--- config.mk ---
export PLATFORM = sky130hd
export DESIGN_NAME = pipe_delimited_frame_parser_flat
export DESIGN_NICKNAME = d
export VERILOG_FILES = /design/src/design/pdfp_pkg.sv /design/src/design/pdfp_rx_if.sv /design/src/design/pdfp_res_if.sv /design/src/design/pipe_delimited_frame_parser.sv /design/src/design/pdfp_front.sv /design/src/design/pdfp_queue.sv /design/src/design/pdfp_back.sv /design/src/flat_wrapper.sv
export SDC_FILE = /design/constraint.sdc
export NUM_CORES = 1
export LEC_CHECK = 0
export BUFFER_PORTS_ARGS = -buffer_cell sky130_fd_sc_hd__buf_2
export CAP_MARGIN = 20
export CELL_PAD_IN_SITES_DETAIL_PLACEMENT = 0
export CELL_PAD_IN_SITES_GLOBAL_PLACEMENT = 1
export CORE_AREA = 2 2 175 177
export CTS_CLUSTER_DIAMETER = 40
export DETAILED_ROUTE_END_ITERATION = 10
export DIE_AREA = 0 0 177 179
export PLACE_DENSITY_LB_ADDON = 0.05
export SLEW_MARGIN = 20
export SYNTH_ARGS = -nofsm -noshare
export SYNTH_HDL_FRONTEND = slang
export SYNTH_SLANG_ARGS = --single-unit
export TNS_END_PERCENT = 1
--- constraint.sdc ---
create_clock -name clk -period 7.5 [get_ports clk]
set_input_delay 0.375 -clock clk [delete_from_list [all_inputs] [get_ports clk]]
set_output_delay 0.375 -clock clk [all_outputs]
set_load 0.03 [all_outputs]
--- src/design/pdfp_pkg.sv ---
// Shared types and constants for the pipe-delimited frame parser.
`default_nettype none
package pdfp_pkg;

    localparam logic [7:0] SEP_BYTE   = 8'h7C;
    localparam logic [7:0] DIGIT_ZERO = 8'h30;
    localparam logic [15:0] LEN_MAX   = 16'hFFFF;

    typedef enum logic [2:0] {
        PH_CODE     = 3'd0,
        PH_SEP      = 3'd1,
        PH_LEN      = 3'd2,
        PH_PAYLOAD  = 3'd3,
        PH_DONE_OK  = 3'd4,
        PH_DONE_BAD = 3'd5
    } phase_t;

    typedef enum logic {
        KIND_PAYLOAD = 1'b0,
        KIND_STATUS  = 1'b1
    } kind_t;

    // Work handed from the classifier to the emitter for one accepted byte.
    typedef struct packed {
        logic        emit_sep;
        logic        emit_byte;
        logic        emit_status;
        logic [7:0]  data;
        logic [7:0]  code;
        logic [15:0] length;
        logic        valid;
    } job_t;

endpackage
`default_nettype wire

--- src/design/pdfp_rx_if.sv ---
// Input channel: received bytes with end-of-buffer flag.
`default_nettype none
interface pdfp_rx_if;
    logic       valid;
    logic       ready;
    logic [7:0] rx_byte;
    logic       end_of_buffer;

    modport source (output valid, output rx_byte, output end_of_buffer, input ready);
    modport sink   (input valid, input rx_byte, input end_of_buffer, output ready);
endinterface
`default_nettype wire

--- src/design/pdfp_res_if.sv ---
// Output channel: payload bytes and end-of-buffer status.
`default_nettype none
interface pdfp_res_if;
    logic        valid;
    logic        ready;
    logic        kind;
    logic [7:0]  payload;
    logic [7:0]  frame_code;
    logic [15:0] declared_length;
    logic        frame_valid;
    logic        last;

    modport source (output valid, output kind, output payload, output frame_code,
                    output declared_length, output frame_valid, output last,
                    input ready);
    modport sink   (input valid, input kind, input payload, input frame_code,
                    input declared_length, input frame_valid, input last,
                    output ready);
endinterface
`default_nettype wire

--- src/design/pipe_delimited_frame_parser.sv ---
// Top level of the pipe-delimited frame parser.
//
//  channel  | dir | payload                                            | accepted when
//  ---------+-----+----------------------------------------------------+-----------------
//  rx       | in  | rx_byte, end_of_buffer                             | valid && ready
//  result   | out | kind, payload, frame_code, declared_length,        | valid && ready
//           |     | frame_valid, last                                  |
//
// One byte is accepted per cycle while the job queue has room; the parser state
// updates in that same cycle. The emitter issues one result per cycle from its
// output register while the receiver is ready; the queue of QUEUE_DEPTH jobs
// absorbs bursts. Each result passes through the queue and the output register.
// rst_n clears parser state, queue and output valid at once.
`default_nettype none
module pipe_delimited_frame_parser #(
    parameter int QUEUE_DEPTH = 4
) (
    input  wire logic  clk,
    input  wire logic  rst_n,
    pdfp_rx_if.sink    rx,
    pdfp_res_if.source result
);

    pdfp_pkg::job_t push_job, head_job;
    logic           push, push_ready, head_valid, pop;

    pdfp_front u_front (
        .clk       (clk),
        .rst_n     (rst_n),
        .rx        (rx),
        .job       (push_job),
        .job_push  (push),
        .job_ready (push_ready)
    );

    pdfp_queue #(
        .DEPTH (QUEUE_DEPTH)
    ) u_queue (
        .clk        (clk),
        .rst_n      (rst_n),
        .push_job   (push_job),
        .push       (push),
        .push_ready (push_ready),
        .head_job   (head_job),
        .head_valid (head_valid),
        .pop        (pop)
    );

    pdfp_back u_back (
        .clk        (clk),
        .rst_n      (rst_n),
        .head_job   (head_job),
        .head_valid (head_valid),
        .pop        (pop),
        .result     (result)
    );

endmodule
`default_nettype wire

--- src/design/pdfp_front.sv ---
// Front end: parser state machine, turns each byte into an emit job.
`default_nettype none
module pdfp_front (
    input  wire logic          clk,
    input  wire logic          rst_n,
    pdfp_rx_if.sink            rx,
    output pdfp_pkg::job_t     job,
    output logic               job_push,
    input  wire logic          job_ready
);

    pdfp_pkg::phase_t phase_reg, phase_next;
    logic             held_reg, held_next;
    logic [7:0]       code_reg, code_next;
    logic [15:0]      len_reg, len_next;

    logic        accept;
    logic        is_sep;
    logic [19:0] len_sum;
    logic [19:0] len_diff;
    logic [15:0] len_clamped;

    assign rx.ready = job_ready;
    assign accept   = rx.valid && job_ready;
    assign is_sep   = (rx.rx_byte == pdfp_pkg::SEP_BYTE);

    // acc*10 + byte, then subtract '0' with clamping to 0..65535
    assign len_sum  = {1'b0, len_reg, 3'b000} + {3'b000, len_reg, 1'b0}
                      + {12'd0, rx.rx_byte};
    assign len_diff = len_sum - {12'd0, pdfp_pkg::DIGIT_ZERO};

    always_comb
    begin
        if (len_sum < {12'd0, pdfp_pkg::DIGIT_ZERO})
            len_clamped = 16'd0;
        else if (len_diff[19:16] != 4'd0)
            len_clamped = pdfp_pkg::LEN_MAX;
        else
            len_clamped = len_diff[15:0];
    end

    always_comb
    begin
        phase_next = phase_reg;
        held_next  = held_reg;
        code_next  = code_reg;
        len_next   = len_reg;
        job        = '0;
        job.data   = rx.rx_byte;

        unique case (phase_reg)
            pdfp_pkg::PH_CODE:
            begin
                code_next  = rx.rx_byte;
                phase_next = pdfp_pkg::PH_SEP;
            end
            pdfp_pkg::PH_SEP:
            begin
                phase_next = is_sep ? pdfp_pkg::PH_LEN : pdfp_pkg::PH_DONE_BAD;
            end
            pdfp_pkg::PH_LEN:
            begin
                if (is_sep)
                    phase_next = pdfp_pkg::PH_PAYLOAD;
                else
                    len_next = len_clamped;
            end
            pdfp_pkg::PH_PAYLOAD:
            begin
                if (held_reg && is_sep)
                begin
                    // terminator found
                    held_next  = 1'b0;
                    phase_next = pdfp_pkg::PH_DONE_OK;
                end
                else
                begin
                    job.emit_sep  = held_reg;
                    held_next     = is_sep;
                    job.emit_byte = !is_sep;
                end
            end
            default:
            begin
            end
        endcase

        if (rx.end_of_buffer)
        begin
            job.emit_status = 1'b1;
            job.code        = code_next;
            job.length      = len_next;
            job.valid       = (phase_next == pdfp_pkg::PH_DONE_OK);
            phase_next      = pdfp_pkg::PH_CODE;
            held_next       = 1'b0;
            code_next       = 8'd0;
            len_next        = 16'd0;
        end
    end

    assign job_push = accept && (job.emit_sep || job.emit_byte || job.emit_status);

    always_ff @(posedge clk or negedge rst_n)
    begin
        if (!rst_n)
        begin
            phase_reg <= pdfp_pkg::PH_CODE;
            held_reg  <= 1'b0;
            code_reg  <= 8'd0;
            len_reg   <= 16'd0;
        end
        else if (accept)
        begin
            phase_reg <= phase_next;
            held_reg  <= held_next;
            code_reg  <= code_next;
            len_reg   <= len_next;
        end
    end

endmodule
`default_nettype wire

--- src/design/pdfp_queue.sv ---
// Small job queue between the parser front end and the emitter.
`default_nettype none
module pdfp_queue #(
    parameter int DEPTH = 4
) (
    input  wire logic           clk,
    input  wire logic           rst_n,
    input  wire pdfp_pkg::job_t push_job,
    input  wire logic           push,
    output logic                push_ready,
    output pdfp_pkg::job_t      head_job,
    output logic                head_valid,
    input  wire logic           pop
);

    localparam int PTR_W = $clog2(DEPTH);
    localparam int CNT_W = $clog2(DEPTH + 1);

    pdfp_pkg::job_t   slots_reg [DEPTH];
    logic [PTR_W-1:0] wr_ptr_reg, rd_ptr_reg;
    logic [CNT_W-1:0] count_reg, count_next;
    logic             do_push, do_pop;

    assign push_ready = (count_reg != CNT_W'(DEPTH));
    assign head_valid = (count_reg != '0);
    assign head_job   = slots_reg[rd_ptr_reg];
    assign do_push    = push && push_ready;
    assign do_pop     = pop && head_valid;

    always_comb
    begin
        count_next = count_reg;
        if (do_push && !do_pop)
            count_next = count_reg + CNT_W'(1);
        else if (do_pop && !do_push)
            count_next = count_reg - CNT_W'(1);
    end

    always_ff @(posedge clk or negedge rst_n)
    begin
        if (!rst_n)
        begin
            wr_ptr_reg <= '0;
            rd_ptr_reg <= '0;
            count_reg  <= '0;
        end
        else
        begin
            count_reg <= count_next;
            if (do_push)
                wr_ptr_reg <= (wr_ptr_reg == PTR_W'(DEPTH - 1)) ? '0
                              : wr_ptr_reg + PTR_W'(1);
            if (do_pop)
                rd_ptr_reg <= (rd_ptr_reg == PTR_W'(DEPTH - 1)) ? '0
                              : rd_ptr_reg + PTR_W'(1);
        end
    end

    always_ff @(posedge clk)
    begin
        if (do_push)
            slots_reg[wr_ptr_reg] <= push_job;
    end

endmodule
`default_nettype wire

--- src/design/pdfp_back.sv ---
// Back end: expands each job into one to three result transactions.
`default_nettype none
module pdfp_back (
    input  wire logic           clk,
    input  wire logic           rst_n,
    input  wire pdfp_pkg::job_t head_job,
    input  wire logic           head_valid,
    output logic                pop,
    pdfp_res_if.source          result
);

    logic [2:0]  done_reg, done_next;
    logic [2:0]  sel;
    logic        pend_sep, pend_byte, pend_stat;
    logic        remaining;
    logic        out_free, load;

    logic        valid_reg;
    logic        kind_reg, kind_next;
    logic [7:0]  payload_reg, payload_next;
    logic [7:0]  code_reg, code_next;
    logic [15:0] len_reg, len_next;
    logic        fvalid_reg, fvalid_next;
    logic        last_reg;

    assign pend_sep  = head_job.emit_sep    && !done_reg[0];
    assign pend_byte = head_job.emit_byte   && !done_reg[1];
    assign pend_stat = head_job.emit_status && !done_reg[2];

    assign out_free = !valid_reg || result.ready;
    assign load     = head_valid && out_free;

    // order within a job: held separator, byte, status
    always_comb
    begin
        kind_next    = pdfp_pkg::KIND_PAYLOAD;
        payload_next = 8'd0;
        code_next    = 8'd0;
        len_next     = 16'd0;
        fvalid_next  = 1'b0;
        if (pend_sep)
        begin
            sel          = 3'b001;
            payload_next = pdfp_pkg::SEP_BYTE;
            remaining    = pend_byte || pend_stat;
        end
        else if (pend_byte)
        begin
            sel          = 3'b010;
            payload_next = head_job.data;
            remaining    = pend_stat;
        end
        else
        begin
            sel          = 3'b100;
            kind_next    = pdfp_pkg::KIND_STATUS;
            code_next    = head_job.code;
            len_next     = head_job.length;
            fvalid_next  = head_job.valid;
            remaining    = 1'b0;
        end
    end

    assign pop       = load && !remaining;
    assign done_next = pop ? 3'b000 : (done_reg | sel);

    always_ff @(posedge clk or negedge rst_n)
    begin
        if (!rst_n)
        begin
            done_reg  <= 3'b000;
            valid_reg <= 1'b0;
        end
        else
        begin
            if (load)
                done_reg <= done_next;
            if (out_free)
                valid_reg <= head_valid;
        end
    end

    always_ff @(posedge clk)
    begin
        if (load)
        begin
            kind_reg    <= kind_next;
            payload_reg <= payload_next;
            code_reg    <= code_next;
            len_reg     <= len_next;
            fvalid_reg  <= fvalid_next;
            last_reg    <= !remaining;
        end
    end

    assign result.valid           = valid_reg;
    assign result.kind            = kind_reg;
    assign result.payload         = payload_reg;
    assign result.frame_code      = code_reg;
    assign result.declared_length = len_reg;
    assign result.frame_valid     = fvalid_reg;
    assign result.last            = last_reg;

endmodule
`default_nettype wire

--- src/flat_wrapper.sv ---
// flat-port wrapper written by rule: the top's interface ports become plain ports
module pipe_delimited_frame_parser_flat 
#(
    parameter int QUEUE_DEPTH = 4
)
  (clk, rst_n, rx_valid, rx_rx_byte, rx_end_of_buffer, rx_ready, result_valid, result_kind, result_payload, result_frame_code, result_declared_length, result_frame_valid, result_last, result_ready);
  pdfp_rx_if rx_i ();
  pdfp_res_if result_i ();
  input  wire logic clk;
  input  wire logic rst_n;
  input wire logic [$bits(rx_i.valid)-1:0] rx_valid;
  input wire logic [$bits(rx_i.rx_byte)-1:0] rx_rx_byte;
  input wire logic [$bits(rx_i.end_of_buffer)-1:0] rx_end_of_buffer;
  output wire logic [$bits(rx_i.ready)-1:0] rx_ready;
  output wire logic [$bits(result_i.valid)-1:0] result_valid;
  output wire logic [$bits(result_i.kind)-1:0] result_kind;
  output wire logic [$bits(result_i.payload)-1:0] result_payload;
  output wire logic [$bits(result_i.frame_code)-1:0] result_frame_code;
  output wire logic [$bits(result_i.declared_length)-1:0] result_declared_length;
  output wire logic [$bits(result_i.frame_valid)-1:0] result_frame_valid;
  output wire logic [$bits(result_i.last)-1:0] result_last;
  input wire logic [$bits(result_i.ready)-1:0] result_ready;
  assign rx_i.valid = rx_valid;
  assign rx_i.rx_byte = rx_rx_byte;
  assign rx_i.end_of_buffer = rx_end_of_buffer;
  assign rx_ready = rx_i.ready;
  assign result_valid = result_i.valid;
  assign result_kind = result_i.kind;
  assign result_payload = result_i.payload;
  assign result_frame_code = result_i.frame_code;
  assign result_declared_length = result_i.declared_length;
  assign result_frame_valid = result_i.frame_valid;
  assign result_last = result_i.last;
  assign result_i.ready = result_ready;
  pipe_delimited_frame_parser #(.QUEUE_DEPTH(QUEUE_DEPTH)) u_core (.clk(clk), .rst_n(rst_n), .rx(rx_i), .result(result_i));
endmodule
---- Word level (Yosys, flattened, before mapping) ----
Memories as Yosys holds them, arrays and structs flattened.
Index checks and enable logic that the tools add are counted.
Widths: inputs -> output; s select.
operators by class
  magnitude comparators ................... 1
  reductions and logical operators ........ 32
  bitwise logic cells ..................... 2
  add/sub/neg operators ................... 7
  eq/ne operators ......................... 8
  muxes and demuxes ....................... 32
operator list
  cell                   number
  $mux 16                5
  $mux 3                 9
  $mux 25                1
  $add 19x17->20         1
  $add 20x8->20          1
  $lt 20x6->1 const B    1
  $sub 20x6->20 const B  1
  $mux 8                 2
  $logic_and 1x1->1      12
  $pmux 3 s4             1
  $mux 1                 9
  $eq 8x7->1 const B     1
  $logic_not 1->1        8
  $mux 2                 4
  $mux 7                 1
  $eq 3x2->1 const B     2
  $add 2x1->2 const B    2
  $eq 2x2->1 const B     2
  $logic_or 1x1->1       4
  $reduce_bool 2->1      2
  $reduce_bool 4->1      1
  $reduce_or 2->1        2
  $add 3x1->3 const B    1
  $eq 3x1->1 const B     1
  8 further kinds        8
word-level totals
  flip-flop bits (word level) ............. 74
  input bits .............................. 13
  logic and storage cells ................. 99
  memories kept ........................... 1
  output and inout port bits .............. 37
  memory bits (writable) .................. 144
memory list
  name                      depth  width  read ports  clocked after memory_dff  wr ports  line              source
  u_core.u_queue.slots_reg  4      36     1           0                         1         pdfp_queue.sv:19  pdfp_pkg::job_t slots_reg [DEPTH];

---- Logic depth before layout (Yosys ltp) ----
  depth in word-level cells ............... 12
  depth in mapped cells ................... 15
  mapped depth without buffers ............ 13

---- Cells and area by module ----
From an unflattened synthesis, not the netlist that was laid out.
second synthesis, totals
  cells, all modules ...................... 757
  area, all modules ....................... 10632.7 um^2
by module, submodules not included
  module      instances  area each (um^2)  cells an instance  seq. area each (um^2)
  pdfp_queue  1          5624.1            224                4499.3
  pdfp_front  1          3417.0            429                700.7
  pdfp_back   1          1591.5            104                1151.1

---- Worst setup path after synthesis ----
Ideal clock, no wire load.
  path type ............................... input port to flip-flop
  from .................................... in rx_rx_byte[4]
  to ...................................... mem u_core.u_queue.slots_reg[0][1] in the netlist's numbering (data pin)
  stages on the path ...................... 14
  arrival ................................. 3719 ps
  library setup time ...................... 287 ps
  path buffers ............................ 1
  required time ........................... 7213 ps
  setup slack ............................. 3495 ps
  cell sequence ........................... inv_1 -> fa_1 -> inv_1 -> ha_1 -> nor2b_4 -> o31a_4 -> o311a_4 -> or4_4 -> a222oi_1 -> and2_4 -> a21boi_2 -> o21ai_2 -> buf_6 -> o21ai_0
RTL lines
  what                line                source
  start: declaration  flat_wrapper.sv:12  input wire logic [$bits(rx_i.rx_byte)-1:0] rx_rx_byte;
  end: declaration    pdfp_queue.sv:19

==> flow_summary.json <==
{
  "status": "complete, no violations",
  "viasPerCell": 5.20,
  "startpoint_type": "flop",
  "critPathLaunch": "u_core.u_front.len_reg[3]$_DFFE_PN0P_",
  "power_density_nw_per_um2": 369,
  "worstMarginPinSlew_ps": 1010,
  "largest_reg_flops": 144,
  "hold-worst-slack_ps": 71.5,
  "netlist_instances": 729,
  "synth_top_family_by_area": "compound AO/OA/AOI/OAI gates",
  "drtIter0Drc": 383,
  "syn-cell-area_sq_um": 10300,
  "drc": 0,
  "antenna_found_initial": 1,
  "cts_htree_levels": 2,
  "synth_flop_cell": "edfxtp_1",
  "slew_viol_final": 0,
  "fin_crit_ps": 5070,
  "gp_congestion": 0.760,
  "synth_seq_cells": 218,
  "synthMuxAreaShare_pct": 8.08,
  "first_pass_iters": 5,
  "layout.nets": 845,
  "required_ps": 7650,
  "clock_latency_ps": 500,
  "final-setup-viol-count": 0,
  "power.leakage_uw": 0.00470,
  "hp-start": "result_ready",
  "grt_pass1_wl_um": 37900,
  "maxSlewHeadroom_pct": 32.4,
  "port_buffers": 49,
  "path_max_fanout": 32,
  "setup_ws_ps": 2430,
  "rr_startpoint": "u_core.u_front.len_reg[3]$_DFFE_PN0P_",
  "synth_edf_count": 179,
  "place_area_sq_um": 11000,
  "fin_crit_sh_pct": 67.6,
  "routed_wl_um": 24600,
  "row_count": 64,
  "die_area_sq_um": 31700,
  "core-area_sq_um": 30000,
  "nFillCells": 2801,
  "clock_sinks": 218,
  "ir_drop_mv": 0.240,
  "grt_pass1_vias": 6352,
  "cp.arrival_ps": 5220,
  "yosysMostFrequentCell": "edfxtp_1",
  "yosysTopAreaCell": "edfxtp_1",
  "ys_async_sr_fraction_pct": 17.9,
  "synth_compound_area_share_pct": 11.8,
  "vias": 6307,
  "final_core_util_pct": 40.7,
  "start_util_pct": 34.3,
  "ctsLongestPathBuffers": 3,
  "grt_max_degree": 42,
  "cts_buffers": 34,
  "max_cap_viol_count": 0,
  "setup_tns_ps": 0,
  "ios": 50,
  "postLayoutCellArea_sq_um": 12200,
  "grt_usage_pct": 16.0,
  "critPathCaptureType": "flop",
  "clk_pin_slew_ps": 50,
  "synth_commonest_cells": "179 x edfxtp_1, 43 x nand2_1, 39 x dfrtp_1, 36 x mux4_2",
  "syn-num-nets": 783,
  "detail-route-antenna-nets": 0,
  "critPathKind": "flop to flop",
  "synthTopCellsByArea": "edfxtp_1 52%, dfrtp_1 9.5%, mux4_2 7.9%",
  "root_buffer": "clkbuf_16",
  "overflow": 0,
  "area.growth.synth_to_final_pct": 18.6,
  "num_antenna_cells": 0,
  "ys_types": 72,
  "yosysWarnings": 0,
  "synth-adder-area-share_pct": 5.48,
  "ctsResizeCount": 0,
  "cts_tree": "built",
  "drive_gt1_share_pct": 22.3,
  "die_h_um": 179,
  "skew_ps": 25.3,
  "max_freq_mhz": 197,
  "routedWlPerCell_um": 20.2,
  "hold_violations": 0,
  "synth_xor_area_share_pct": 1.70,
  "holdCritPathClass": "input pin to flop",
  "dieWidth_um": 177,
  "ys_seq_area_share_pct": 61.6,
  "rsz0062_at_grt": "false",
  "synth_area_per_cell_sq_um": 14.1,
  "yosysTopAreaCellShare_pct": 52.1,
  "synth-simple-area-share_pct": 8.60,
  "dp_slack_ps": 2290,
  "hpwlAfterDp_um": 16400
}
[through the flow]
stage | instances | power [uW]
3_5_place_dp | 1149 | 2930
2_1_floorplan | 729 | 2550
4_1_cts | 1211 | 4580
3_3_place_gp | 1149 | 2910
6_report | 1213 | 4510
5_1_grt | 1213 | 4740
[placed cells by master, fill, tap and decap left out, types with 5 or more instances in the layout]
cell type	n
a21boi_0	7
a21o_1	8
a21oi_1	31
a22oi_1	29
a31oi_1	5
and2_1	14
and3_1	29
buf_2	48
buf_4	12
bufinv_16	6
clkbuf_16	35
dfrtp_1	38
edfxtp_1	179
fa_1	7
ha_1	34
inv_1	31
mux4_2	36
nand2_1	43
nand2b_1	6
nor2_1	29
nor2b_1	5
nor3_1	14
o21a_1	5
o21ai_0	34
o21ai_1	19
o21ai_2	6
xnor2_1	12
xor2_1	8
[logic make-up (layout without fill, tap and decap cells)]
group,after synthesis,in the layout
AND/OR/NAND/NOR,168,168
buffers and inverters,66,154
adder cells (fa/ha/maj),41,41
XOR/XNOR,20,20
multiplexers,38,38
AO/OA/AOI/OAI,178,178
flip-flops,218,218
[worst paths after layout]
check                                                      endpoint  slack [ps]  cells past startpoint
setup / recovery           u_core.u_queue.slots_reg[1][2]$_DFFE_PP_        2430                     13
max in group asynchronous  u_core.u_queue.rd_ptr_reg[0]$_DFFE_PN0P_        6650                      2
min in group asynchronous   u_core.u_queue.count_reg[0]$_DFFE_PN0P_         420                      2
setup reg to reg           u_core.u_queue.slots_reg[1][2]$_DFFE_PP_        2430                     13
hold reg to reg              u_core.u_front.code_reg[1]$_DFFE_PN0P_         480                      2
hold / removal               u_core.u_back.result.valid$_DFFE_PN0N_          70                      2
[report_power, final]
part	internal (uW)	total [uW]	switching, uW
Combinational	422	1190	772
Sequential	1610	1680	78.1
Clock	1070	1640	563
[critical path, stage by stage, from the launching register on]
cell,delay [ps]
dfrtp_1,450
inv_1,90
fa_1,490
inv_1,40
ha_1,340
nor2b_4,160
o31a_4,310
o311a_4,330
or4_4,480
a222oi_1,470
and2_4,280
a21boi_2,80
o21ai_4,800
o21ai_0,380
[per-layer routing]
| metal | track usage, % | wire length (um) | vias up |
|---|---|---|---|
| li1 | - | - | 2947 |
| met2 | 25.2 | 11200 | 127 |
| met3 | 2.35 | 988 | 37 |
| met4 | 4.44 | 421 | 0 |
| met1 | 23.0 | 11900 | 3196 |
| met5 | 0 | 0 | - |
[what timing repair did]
action / CTS / global route
endpoints found under the hold margin: 0 / 39
buffers inserted: 0 / 0
hold buffers: 0 / 1
[layout make-up]
class	instances	area (sq um)	area share, %
timing repair buffer	61	340	2.78
clock inverter	24	328	2.68
multi-input combinational	445	3710	30.3
tap	396	495	4.05
sequential	218	6350	51.9
inverter	31	116	0.952
clock buffer	38	887	7.25
No activity file was read; power rests on OpenSTA's default activity.
